### src/design/msr_pkg.sv
// ----------------------------------------------------------------------------
// msr_pkg
// Shared types, constants and helpers for the motor speed ramp.
// ----------------------------------------------------------------------------
package msr_pkg;

    localparam int SPEED_W   = 10;
    localparam int SHIFT_W   = 2;
    localparam int CFG_IDX_W = 1;
    localparam int CFG_W     = 2;

    // Command ceiling; the effective limit is the lower of this and full scale.
    localparam int SPEED_MAX = 1023;
    localparam logic [SPEED_W-1:0] SPEED_LIMIT =
        (SPEED_MAX < 1023) ? SPEED_W'(SPEED_MAX) : SPEED_W'(1023);

    localparam logic [SPEED_W-1:0] SNAP_BAND  = SPEED_W'(25);
    localparam logic [SPEED_W-1:0] BRAKE_MIN  = SPEED_W'(50);
    localparam logic [SPEED_W-1:0] DUTY_TOP   = SPEED_W'(1023);

    typedef enum logic [CFG_IDX_W-1:0] {
        CFG_STEP_SHIFT = 1'b0,
        CFG_INVERT_REV = 1'b1
    } cfg_index_t;

    typedef struct packed {
        logic [SPEED_W-1:0] speed;
        logic               direction;
    } msr_state_t;

    // Floor divide by five for a 10-bit value: reciprocal multiply, exact below 1024.
    function automatic logic [SPEED_W-1:0] div5(input logic [SPEED_W-1:0] x);
        logic [17:0] prod;
        prod = {8'd0, x} * 18'd205;
        return {2'b00, prod[17:10]};
    endfunction

endpackage

### src/design/msr_ramp.sv
// ----------------------------------------------------------------------------
// msr_ramp
// One ramp step: direction takeover, braking and approach toward the command.
// ----------------------------------------------------------------------------
module msr_ramp (
    input  msr_pkg::msr_state_t                  state,
    input  logic [msr_pkg::SPEED_W-1:0]          target_speed,
    input  logic                                 target_direction,
    input  logic                                 motor_fault,
    output msr_pkg::msr_state_t                  state_next
);
    import msr_pkg::*;

    logic [SPEED_W-1:0] target;
    logic               dir_applied;
    logic [SPEED_W-1:0] brake1;
    logic [SPEED_W-1:0] brake2;
    logic [SPEED_W-1:0] diff_up;
    logic [SPEED_W-1:0] diff_down;
    logic [SPEED_W-1:0] speed_new;

    always_comb
    begin
        target = (target_speed > SPEED_LIMIT) ? SPEED_LIMIT : target_speed;
        if (motor_fault)
        begin
            target = '0;
        end

        // Take the commanded direction only when starting from standstill
        dir_applied = (state.speed == '0 && target != '0) ? target_direction
                                                         : state.direction;

        brake1    = state.speed - div5(state.speed);
        brake2    = brake1 - div5(brake1);
        diff_up   = target - state.speed;
        diff_down = state.speed - target;

        if (dir_applied != target_direction)
        begin
            if (state.speed == '0)
            begin
                speed_new = '0;
            end
            else if (brake1 > BRAKE_MIN)
            begin
                speed_new = brake2;
            end
            else
            begin
                speed_new = '0;
            end
        end
        else if (target > state.speed)
        begin
            speed_new = (diff_up > SNAP_BAND) ? state.speed + div5(diff_up) : target;
        end
        else if (target < state.speed)
        begin
            speed_new = (diff_down > SNAP_BAND) ? state.speed - div5(diff_down) : target;
        end
        else
        begin
            speed_new = state.speed;
        end

        state_next.speed     = speed_new;
        state_next.direction = dir_applied;
    end

endmodule

### src/design/msr_duty.sv
// ----------------------------------------------------------------------------
// msr_duty
// PWM compare value from the ramped speed, with optional reverse inversion.
// ----------------------------------------------------------------------------
module msr_duty (
    input  msr_pkg::msr_state_t                  state,
    input  logic [msr_pkg::SHIFT_W-1:0]          step_shift,
    input  logic                                 invert_in_reverse,
    output logic [msr_pkg::SPEED_W-1:0]          pwm_duty
);
    import msr_pkg::*;

    logic [SPEED_W-1:0] shifted;
    logic [SPEED_W-1:0] top;

    always_comb
    begin
        shifted = state.speed >> step_shift;
        top     = DUTY_TOP >> step_shift;
        if (invert_in_reverse && state.direction)
        begin
            pwm_duty = top - shifted;
        end
        else
        begin
            pwm_duty = shifted;
        end
    end

endmodule

### src/design/motor_speed_ramp_top.sv
// Ticks pass the input register, then the result register. Throughput: one tick
// per cycle unless out_ready holds the result; the held speed and direction
// registers close the loop combinationally; back-to-back ticks need no stall.
// Reset (rst_n low, asynchronous): speed zero, direction forward, step_shift 0,
// invert_in_reverse 0, both stages empty.
// ----------------------------------------------------------------------------
// motor_speed_ramp_top
// Input register, ramp step and duty mapping, result register.
// ----------------------------------------------------------------------------
module motor_speed_ramp_top (
    input  logic                                 clk,
    input  logic                                 rst_n,
    input  logic                                 cfg_we,
    input  logic [msr_pkg::CFG_IDX_W-1:0]        cfg_index,
    input  logic [msr_pkg::CFG_W-1:0]            cfg_data,
    input  logic                                 in_valid,
    output logic                                 in_ready,
    input  logic [msr_pkg::SPEED_W-1:0]          target_speed,
    input  logic                                 target_direction,
    input  logic                                 motor_fault,
    output logic                                 out_valid,
    input  logic                                 out_ready,
    output logic [msr_pkg::SPEED_W-1:0]          pwm_duty,
    output logic                                 drive_direction,
    output logic [msr_pkg::SPEED_W-1:0]          current_speed
);
    import msr_pkg::*;

    logic [SHIFT_W-1:0] step_shift_reg;
    logic               invert_reg;

    logic               in_valid_reg;
    logic [SPEED_W-1:0] target_speed_reg;
    logic               target_dir_reg;
    logic               fault_reg;

    msr_state_t         state_reg;
    msr_state_t         state_next;
    logic [SPEED_W-1:0] duty_next;

    logic               out_valid_reg;
    logic [SPEED_W-1:0] duty_reg;

    logic               advance;
    logic               fire;

    assign advance  = !out_valid_reg || out_ready;
    assign fire     = in_valid_reg && advance;
    assign in_ready = !in_valid_reg || advance;

    always_ff @(posedge clk or negedge rst_n)
    begin
        if (!rst_n)
        begin
            step_shift_reg <= '0;
            invert_reg     <= 1'b0;
        end
        else if (cfg_we)
        begin
            case (cfg_index)
                CFG_STEP_SHIFT: step_shift_reg <= cfg_data[SHIFT_W-1:0];
                CFG_INVERT_REV: invert_reg     <= cfg_data[0];
                default:        ;
            endcase
        end
    end

    // Input stage: hold the transaction while the result stage is blocked
    always_ff @(posedge clk or negedge rst_n)
    begin
        if (!rst_n)
        begin
            in_valid_reg <= 1'b0;
        end
        else if (in_ready)
        begin
            in_valid_reg <= in_valid;
        end
    end

    always_ff @(posedge clk)
    begin
        if (in_valid && in_ready)
        begin
            target_speed_reg <= target_speed;
            target_dir_reg   <= target_direction;
            fault_reg        <= motor_fault;
        end
    end

    msr_ramp u_ramp (
        .state            (state_reg),
        .target_speed     (target_speed_reg),
        .target_direction (target_dir_reg),
        .motor_fault      (fault_reg),
        .state_next       (state_next)
    );

    msr_duty u_duty (
        .state             (state_next),
        .step_shift        (step_shift_reg),
        .invert_in_reverse (invert_reg),
        .pwm_duty          (duty_next)
    );

    // Held state doubles as the speed and direction of the result
    always_ff @(posedge clk or negedge rst_n)
    begin
        if (!rst_n)
        begin
            state_reg     <= '0;
            out_valid_reg <= 1'b0;
        end
        else
        begin
            if (fire)
            begin
                state_reg <= state_next;
            end
            if (advance)
            begin
                out_valid_reg <= in_valid_reg;
            end
        end
    end

    always_ff @(posedge clk)
    begin
        if (fire)
        begin
            duty_reg <= duty_next;
        end
    end

    assign out_valid       = out_valid_reg;
    assign pwm_duty        = duty_reg;
    assign drive_direction = state_reg.direction;
    assign current_speed   = state_reg.speed;

endmodule

### config.mk
export PLATFORM = sky130hd
export DESIGN_NAME = motor_speed_ramp_top
export DESIGN_NICKNAME = d
export VERILOG_FILES = /design/src/design/msr_pkg.sv /design/src/design/msr_ramp.sv /design/src/design/msr_duty.sv /design/src/design/motor_speed_ramp_top.sv
export SDC_FILE = /design/constraint.sdc
export NUM_CORES = 1
export LEC_CHECK = 0
export BUFFER_PORTS_ARGS = -buffer_cell sky130_fd_sc_hd__buf_2
export CAP_MARGIN = 20
export CORE_MARGIN = 5
export CORE_UTILIZATION = 51
export DETAILED_ROUTE_END_ITERATION = 6
export PLACE_DENSITY = 0.75
export SKIP_LAST_GASP = 1
export SLEW_MARGIN = 20
export SYNTH_ARGS = -nofsm -noshare
export SYNTH_HDL_FRONTEND = slang
export SYNTH_SLANG_ARGS = --single-unit
### constraint.sdc
create_clock -name clk -period 16.5 [get_ports clk]
set_input_delay 0 -clock clk [delete_from_list [all_inputs] [get_ports clk]]
set_output_delay 0 -clock clk [all_outputs]
set_load 0.05 [all_outputs]
==> results of run 1 <==
-- stage by stage --
stage	instance area (um2)	utilization
6_report	11340	0.5588
5_1_grt	11340	0.5588
4_1_cts	11340	0.5587
3_5_place_dp	11040	0.5441
3_3_place_gp	11040	0.5441
2_1_floorplan	10540	-
-- tightest hold or removal path, delay by kind of cell --
family	cells	cell delay, ns
buffers and inverters	1	0.09
AND/OR/NAND/NOR	2	0.17
-- synth_stat cells, drive strengths merged, types with 9 or more instances --
master	instances	area share
nor2	63	0.023
clkbuf	17	0.0061
inv	200	0.071
a21oi	63	0.030
a211oi	15	0.013
mux2i	21	0.020
xnor2	47	0.039
o21a	17	0.012
xor2	35	0.029
nand2b	14	0.0083
nor2b	23	0.014
dfrtp	16	0.038
nand2	57	0.020
nor3	23	0.011
ha	261	0.31
fa	72	0.14
nand3	23	0.011
edfxtp	22	0.063
o21bai	9	0.0064
a21o	32	0.023
o21ai	48	0.023
-- cell families (layout without fill, tap and decap cells) --
family / after synthesis / after routing / synth area share
fa+ha+maj: 333 / 333 / 0.4465
simple gates: 254 / 254 / 0.1193
compound gates: 246 / 246 / 0.1589
buf+inv: 225 / 273 / 0.08130
xor+xnor: 82 / 82 / 0.06812
flops: 38 / 38 / 0.1006
mux: 25 / 25 / 0.02528
-- final timing paths --
| kind | start | end | slack (ns) | cells past startpoint |
|---|---|---|---|---|
| hold reg to reg | in_valid_reg$_DFFE_PN0N_ | out_valid$_DFFE_PN0P_ | 0.50 | 1 |
| setup reg to reg | current_speed[1]$_DFFE_PN0P_ | pwm_duty[9]$_DFFE_PP_ | 3.51 | 51 |
| setup / recovery | current_speed[1]$_DFFE_PN0P_ | pwm_duty[9]$_DFFE_PP_ | 3.51 | 51 |
| min in group asynchronous | rst_n | invert_reg$_DFFE_PN0P_ | 0.18 | 2 |
| max in group asynchronous | rst_n | current_speed[7]$_DFFE_PN0P_ | 16.02 | 2 |
| hold / removal | out_ready | out_valid$_DFFE_PN0P_ | 0.03 | 3 |
-- final cells by class --
cell class / count / area [um2]
well taps: 270 / 337.8
clock buffers: 7 / 132.6
multi-input cells: 940 / 8635
fillers: 1812 / 8956
clock inverters: 1 / 3.754
repair buffers: 65 / 422.9
flip-flops and latches: 38 / 1061
inverters: 200 / 750.7
-- timing repair --
item | CTS | global route
hold buffers | 16 | 0
gates resized for setup | 0 | 0
hold endpoints to repair | 32 | 0
-- cell usage in the layout (no fill, tap or decap), types with 8 or more instances in the layout --
cell           count
xnor2_1           47
ha_1             261
a21o_1            32
dfrtp_1           16
buf_2             42
nor4_1             8
a211oi_1          12
xor2_1            35
edfxtp_1          22
o21bai_1           9
o21ai_0           46
nor2b_1           22
o21a_1            17
nor2_1            62
mux2i_1           21
dlygate4sd3_1     16
inv_1            197
fa_1              72
a21oi_1           63
nand3_1           23
nand2b_1          14
nand2_1           57
and2_1             8
nor3_1            23
-- metal layers --
layer  global-route usage  vias to the layer above  part of all wire
met5                    0                        -                 0
met1               0.2743                     4094              0.43
met3              0.01855                       60             0.046
met2               0.3777                      265              0.48
met4              0.06728                        0             0.035
li1                     -                     4240                 -
==> impl_metrics.csv, run 1 <==
group,metric,value,unit
setup_path,path_buf_inv,7,
synthesis,syn_area,10540,um2
cts,insertion_delay,0.28,ns
drt,vias,8659,
setup_path,critPathArrivalTime,13.01,ns
setup_path,cp_slowest_cell,"dfrtp_1",
setup_path,max_stage_delay,0.74,ns
sta,rsz0062_at_grt,"false",
setup_path,cp.required,16.52,ns
drt,drtIter0Drc,653,
sta,min_period,12.99,ns
synthesis,syn_nets,1556,
synthesis,yosys_warnings,0,
sta,layout_setup_ws,3.506,ns
finish,diodes,0,
outcome,outcome,"finished clean",
drt,first_pass_iters,6,
floorplanning,core_area,20300,um2
sta,max_freq,76.96,MHz
cts,htreeDepth,2,
floorplanning,ios,43,
synthesis,synth_seq_cells,38,
floorplanning,die_area,23650,um2
sta,hold_slack,0.02759,ns
hold_path,hold_class,"in2reg",
cts,cts_tree,"done",
sta,hold_violations,0,
drt,viasPerCell,5.693,
placed_design,place.gp.congestion,0.9077,
sta,relSlewSlack,0.5212,
setup_path,worstSetupStartpointType,"flip-flop",
drt,drc,0,
global_routing,grtUsageTotal,0.2128,
global_routing,grt_pass1_vias,8654,
cts,postCtsSetupBuffers,0,
flow_run,cap_violations,0,
sta,tightest_slew,0.7092,ns
placed_design,dpl.hpwl,21.65,mm
drt,routed_wl,25.60,mm
cts,cts_buffers,5,
sta,finClkSkew,0.005232,ns
placed_design,dp_cells,1497,
floorplanning,die_w,153.8,um
sta,setup_viol,0,
cts,cts.sinks,38,
floorplanning,start_util,0.5194,
cts,clkTransAtPathRegs,0.06,ns
synthesis,ys_seq_area_frac,0.1006,
sta,finalSetupTns,0,ns
placed_design,dp_slack,3.592,ns
setup_path,cp_top_family,"adder cells",
drt,wl_per_cell,16.83,um
global_routing,grt_overflow,0,
setup_path,critical_path.max_fanout,13,
synthesis,async_flop_share,0.4211,
synthesis,syn_avg_cell_area,8.764,um2
finish,syn2layout_area_growth,7.596,%
finish,drive_above_1_share,0.05995,
drt,ant_nets,0,
synthesis,synth_cells,1203,
synthesis,yosysUniqueCellTypes,75,
floorplanning,dieHeight,153.8,um
sta,final_max_slew_viol_count,0,
sta,min_period_over_period,0.7875,
global_routing,grt_max_degree,22,
cts,cts-root-buf,"clkbuf_16",
setup_path,cp-end-kind,"flip-flop",
global_routing,grt_pass1_wl,42.19,mm
global_routing,antenna_found_initial,0,
synthesis,synth_flop_cell,"edfxtp_1",
cts,ctsLongestPathBuffers,2,
setup_path,path_common_cell,"ha_1",
synthesis,synth_edf_count,22,
finish,nets,1603,
setup_path,worst-setup-path-type,"reg2reg",
floorplanning,rows,52,
finish,final_cell_count_no_fill,1521,
placed_design,port_buffers,42,
Power of run 1 is not shown: default switching activity piles up to over one toggle a cycle in this logic, so the estimate is an artifact.
==> inputs of run 2 (changes only) <==
--- a/config.mk
+++ b/config.mk
@@ -5,6 +5,7 @@
 export SDC_FILE = /design/constraint.sdc
 export NUM_CORES = 1
 export LEC_CHECK = 0
+export ABC_AREA = 1
 export BUFFER_PORTS_ARGS = -buffer_cell sky130_fd_sc_hd__buf_2
 export CAP_MARGIN = 20
 export CORE_MARGIN = 5
==> constraint.sdc (replaced) <==
create_clock -name clk -period 13.6 [get_ports clk]
set_input_delay 0 -clock clk [delete_from_list [all_inputs] [get_ports clk]]
set_output_delay 0 -clock clk [all_outputs]
set_load 0.05 [all_outputs]
==> impl_metrics.csv, run 2 <==
group,metric,value,unit
setup_path,critPathArrivalTime,11.70,ns
drt,viasPerCell,5.365,
setup_path,cp_top_family,"adder cells",
synthesis,synth_flop_cell,"edfxtp_1",
finish,layout_common_cells,"261 x ha_1, 257 x inv_1, 228 x nand2_1, 84 x a21oi_1, 79 x nand3_1",
placed_design,port_buffers,42,
finish,syn2layout_area_growth,7.552,%
setup_path,worst-setup-path-type,"reg2reg",
cts,ctsResizeCount,0,
finish,nets,1739,
floorplanning,start_util,0.5175,
synthesis,netlist_top_cells_count,"261 x ha_1, 257 x inv_1, 228 x nand2_1",
setup_path,critical_path.max_fanout,12,
placed_design,dpl.hpwl,21.54,mm
global_routing,grtUsageTotal,0.2151,
setup_path,path_common_cell,"nand2_1",
setup_path,worstReg2RegEnd,"pwm_duty[8]$_DFFE_PP_",
synthesis,synth_cells,1333,
setup_path,cp_slowest_cell,"dfrtp_1",
synthesis,async_flop_share,0.4211,
cts,postCtsSetupBuffers,0,
sta,final_max_slew_viol_count,0,
synthesis,syn_nets,1686,
flow_run,cap_violations,0,
synthesis,yosysMostFrequentCell,"ha_1",
drt,first_pass_iters,5,
floorplanning,dieHeight,153.3,um
floorplanning,rows,52,
setup_path,r2r_slack,1.93,ns
synthesis,ys_seq_area_frac,0.1013,
sta,tightest_slew,0.9882,ns
global_routing,grt_overflow,0,
floorplanning,die_area,23500,um2
setup_path,endpoint,"pwm_duty[8]$_DFFE_PP_",
cts,cts-hold-fix-buffers,18,
sta,rsz0062_at_grt,"false",
drt,routed_wl,25.18,mm
cts,cts.sinks,38,
hold_path,hold_class,"in2reg",
sta,min_period_over_period,0.8585,
synthesis,yosysUniqueCellTypes,48,
cts,insertion_delay,0.28,ns
drt,wl_per_cell,15.19,um
global_routing,grt_pass1_wl,42.68,mm
sta,setup_viol,0,
setup_path,path_depth,60,
sta,relSlewSlack,0.3404,
global_routing,grt_max_degree,33,
synthesis,yosys_warnings,0,
finish,drive_above_1_share,0.06633,
sta,hold_violations,0,
setup_path,r2r_start,"current_speed[1]$_DFFE_PN0P_",
setup_path,cp.required,13.63,ns
setup_path,r2r_cells,60,
floorplanning,ios,43,
synthesis,synth_edf_count,22,
cts,cts_tree,"done",
setup_path,worstSetupStartpoint,"current_speed[1]$_DFFE_PN0P_",
drt,ant_nets,0,
global_routing,antenna_found_initial,0,
cts,clkTransAtPathRegs,0.06,ns
setup_path,cp-end-kind,"flip-flop",
cts,ctsLongestPathBuffers,2,
finish,diodes,0,
synthesis,yosysTopAreaCell,"ha_1",
outcome,outcome,"finished clean",
drt,drtIter0Drc,480,
cts,cts_buffers,5,
synthesis,syn_avg_cell_area,7.855,um2
synthesis,synth_seq_cells,38,
sta,max_freq,85.65,MHz
sta,finalSetupTns,0,ns
synthesis,syn_area,10470,um2
synthesis,synthTopCellsByArea,"ha_1 31%, fa_1 14%, inv_1 9.2%",
sta,finClkSkew,0.007061,ns
setup_path,path_buf_inv,9,
setup_path,max_stage_delay,0.72,ns
sta,min_period,11.67,ns
synthesis,yosys.area.top_type_share,0.3119,
placed_design,place.gp.congestion,0.9969,
setup_path,worstSetupStartpointType,"flip-flop",
global_routing,grt_pass1_vias,9054,
cts,htreeDepth,2,
floorplanning,core_area,20230,um2
cts,cts-root-buf,"clkbuf_16",
finish,layout_commonest_cell,"ha_1",
floorplanning,die_w,153.3,um
drt,vias,8889,
drt,drc,0,
[run 2: how the worst min path moves through the flow]
| stage | from | to | slack, ns | cells after the start |
|---|---|---|---|---|
| 6_report | cfg_data[0] | step_shift_reg[0]$_DFFE_PN0P_ | 0.01 | 3 |
| 4_1_cts | cfg_data[0] | step_shift_reg[0]$_DFFE_PN0P_ | 0.02 | 3 |
| 5_1_grt | cfg_data[0] | step_shift_reg[0]$_DFFE_PN0P_ | 0.05 | 3 |
| 3_3_place_gp | rst_n | step_shift_reg[0]$_DFFE_PN0P_ | -0.07 | 1 |
| 3_5_place_dp | rst_n | step_shift_reg[0]$_DFFE_PN0P_ | -0.07 | 1 |
| 2_1_floorplan | rst_n | current_speed[0]$_DFFE_PN0P_ | -0.30 | 0 |
[run 2: cells by family after synthesis]
family	share of synthesized area
AND/OR/NAND/NOR	0.1663
adder cells (fa/ha/maj)	0.4495
buffers and inverters	0.1047
AO/OA/AOI/OAI	0.1095
XOR/XNOR	0.06871
flip-flops	0.1013
[run 2: final cells by class]
cell class                 count  area, um2
clock buffer                   5      125.1
clock inverter                 3      16.27
fill                        1870       8972
inverter                     269       1010
multi-input combinational   1011       8314
sequential                    38       1061
tap                          270      337.8
timing repair buffer          61      397.9
[run 2: worst min-delay path: stages]
cell and delay (ns):
buf_2 0.09, inv_1 0.06, o21ai_0 0.09
[run 2: routing by layer]
layer,vias to the layer above,GRT usage,part of all wire
li1,4458,-,-
met1,4128,0.2641,0.42
met2,248,0.4056,0.51
met3,55,0.01612,0.042
met4,0,0.05431,0.028
met5,-,0,0
[run 2: per-stage QoR]
step / cell area (um2) / hold WS [ns] / setup WS (ns) / std cells / util
floorplan: 10470 / -0.2956 / 2.806 / 1333 / -
global placement: 10940 / -0.06683 / 2.413 / 1631 / 0.5407
detailed placement: 10940 / -0.06671 / 2.039 / 1631 / 0.5407
CTS: 11260 / 0.01971 / 1.989 / 1657 / 0.5566
global route: 11260 / 0.04967 / 0.9234 / 1657 / 0.5566
finish: 11260 / 0.01467 / 1.925 / 1657 / 0.5566
Power of run 2 is left out for the same reason.
==> inputs of run 3 (changes only) <==
--- a/config.mk
+++ b/config.mk
@@ -6,12 +6,12 @@
 export NUM_CORES = 1
 export LEC_CHECK = 0
 export ABC_AREA = 1
-export BUFFER_PORTS_ARGS = -buffer_cell sky130_fd_sc_hd__buf_2
 export CAP_MARGIN = 20
 export CORE_MARGIN = 5
 export CORE_UTILIZATION = 51
 export DETAILED_ROUTE_END_ITERATION = 6
-export PLACE_DENSITY = 0.75
+export DONT_BUFFER_PORTS = 1
+export PLACE_DENSITY = 0.73
 export SKIP_LAST_GASP = 1
 export SLEW_MARGIN = 20
 export SYNTH_ARGS = -nofsm -noshare
==> impl_metrics.csv, run 3 (synthesis gave the netlist of run 2 again) <==
group,metric,value,unit
floorplanning,rows,52,
finish,syn2layout_area_growth,6.751,%
setup_path,critPathArrivalTime,11.49,ns
drt,wl_per_cell,14.87,um
placed_design,place.gp.congestion,0.9499,
finish,final_cell_count_no_fill,1627,
sta,final_max_slew_viol_count,0,
global_routing,grtUsageTotal,0.2075,
sta,max_freq,87.34,MHz
setup_path,worst-setup-path-type,"reg2reg",
cts,cts_buffers,5,
drt,drtIter0Drc,540,
cts,clkTransAtPathRegs,0.06,ns
drt,vias,8647,
global_routing,grt_max_degree,33,
flow_run,cap_violations,0,
setup_path,cp-end-kind,"flip-flop",
floorplanning,start_util,0.5175,
sta,finalSetupTns,0,ns
sta,min_period,11.45,ns
setup_path,r2r_cells,65,
cts,cts.sinks,38,
setup_path,max_stage_delay,0.54,ns
setup_path,cp_slowest_cell,"fa_1",
setup_path,worstSetupStartpointType,"flip-flop",
finish,drive_above_1_share,0.04422,
setup_path,r2r_start,"current_speed[7]$_DFFE_PN0P_",
floorplanning,die_area,23500,um2
finish,diodes,0,
sta,hold_slack,0.2447,ns
sta,hold_violations,0,
setup_path,r2r_slack,2.15,ns
hold_path,hold_class,"in2async",
cts,postCtsSetupBuffers,0,
drt,viasPerCell,5.315,
setup_path,worstReg2RegEnd,"pwm_duty[8]$_DFFE_PP_",
drt,routed_wl,24.20,mm
sta,finClkSkew,0.005485,ns
setup_path,path_common_cell,"nand2_1",
finish,layout_common_cells,"261 x ha_1, 257 x inv_1, 228 x nand2_1, 84 x a21oi_1, 79 x nand3_1",
sta,rsz0062_at_grt,"false",
global_routing,grt_overflow,0,
cts,insertion_delay,0.28,ns
sta,setup_viol,0,
sta,min_period_over_period,0.8419,
sta,relSlewSlack,0.3676,
drt,ant_nets,0,
finish,nets,1709,
setup_path,critical_path.max_fanout,10,
finish,layout_commonest_cell,"ha_1",
cts,ctsResizeCount,0,
floorplanning,core_area,20230,um2
global_routing,grt_pass1_vias,8740,
cts,htreeDepth,2,
setup_path,cp.required,13.64,ns
floorplanning,ios,43,
drt,first_pass_iters,5,
floorplanning,dieHeight,153.3,um
sta,tightest_slew,0.9475,ns
global_routing,grt_pass1_wl,41.39,mm
outcome,outcome,"finished clean",
floorplanning,die_w,153.3,um
global_routing,antenna_found_initial,0,
cts,cts_tree,"done",
cts,ctsLongestPathBuffers,2,
cts,cts-root-buf,"clkbuf_16",
setup_path,path_buf_inv,14,
placed_design,port_buffers,0,
placed_design,dp_cells,1598,
setup_path,cp_top_family,"adder cells",
drt,drc,0,
finish,fill_cells,1853,
placed_design,dpl.hpwl,20.72,mm
-- run 3: cell types whose count changed in the layout (fill, tap and decap cells not counted) --
| cell | previous run | this run |
|---|---|---|
| buf_2 | 42 | 0 |
| buf_4 | 1 | 10 |
| dlygate4sd3_1 | 18 | 21 |
| bufinv_16 | 0 | 1 |
| clkinv_1 | 2 | 1 |
| clkinv_2 | 1 | 0 |
| clkinvlp_4 | 1 | 2 |
-- run 3: layout make-up --
type | instances | area, um2 | share of cell area
Inverter | 269 | 1010 | 0.09033
Clock inverter | 3 | 45.04 | 0.004030
Tap cell | 270 | 337.8 | 0.03022
Sequential cell | 38 | 1061 | 0.09492
Timing Repair Buffer | 31 | 285.3 | 0.02552
Clock buffer | 5 | 125.1 | 0.01119
Multi-Input combinational cell | 1011 | 8314 | 0.7438
-- run 3: metal layers --
layer,up-vias,GRT usage,wire (um)
met5,-,0,0
met4,0,0.03988,413
met3,32,0.01951,1081
met2,211,0.3783,12180
met1,4006,0.2687,10520
li1,4398,-,-
-- run 3: repair_timing --
item | in CTS | in global routing
endpoints found under the hold margin | 33 | 0
endpoints found under the setup margin | 0 | 0
hold buffers | 21 | 0
-- run 3: worst max path at each step --
stage | startpoint | to | slack (ns) | cells past startpoint
after global routing | current_speed[7]$_DFFE_PN0P_ | pwm_duty[8]$_DFFE_PP_ | 1.21 | 66
after detailed placement | current_speed[7]$_DFFE_PN0P_ | pwm_duty[8]$_DFFE_PP_ | 2.18 | 63
final | current_speed[7]$_DFFE_PN0P_ | pwm_duty[8]$_DFFE_PP_ | 2.15 | 65
after floorplan | current_speed[7]$_DFFE_PN0P_ | pwm_duty[8]$_DFFE_PP_ | 2.81 | 62
after global placement | current_speed[7]$_DFFE_PN0P_ | pwm_duty[8]$_DFFE_PP_ | 2.48 | 66
after CTS | current_speed[7]$_DFFE_PN0P_ | pwm_duty[8]$_DFFE_PP_ | 2.17 | 65
-- run 3: stage by stage --
stage	instance area (um2)	util	setup WS [ns]
floorplan	10470	-	2.806
global placement	10800	0.5336	2.484
detailed placement	10800	0.5336	2.185
CTS	11180	0.5524	2.169
global route	11180	0.5524	1.212
finish	11180	0.5524	2.150
Power of run 3 is left out for the same reason.
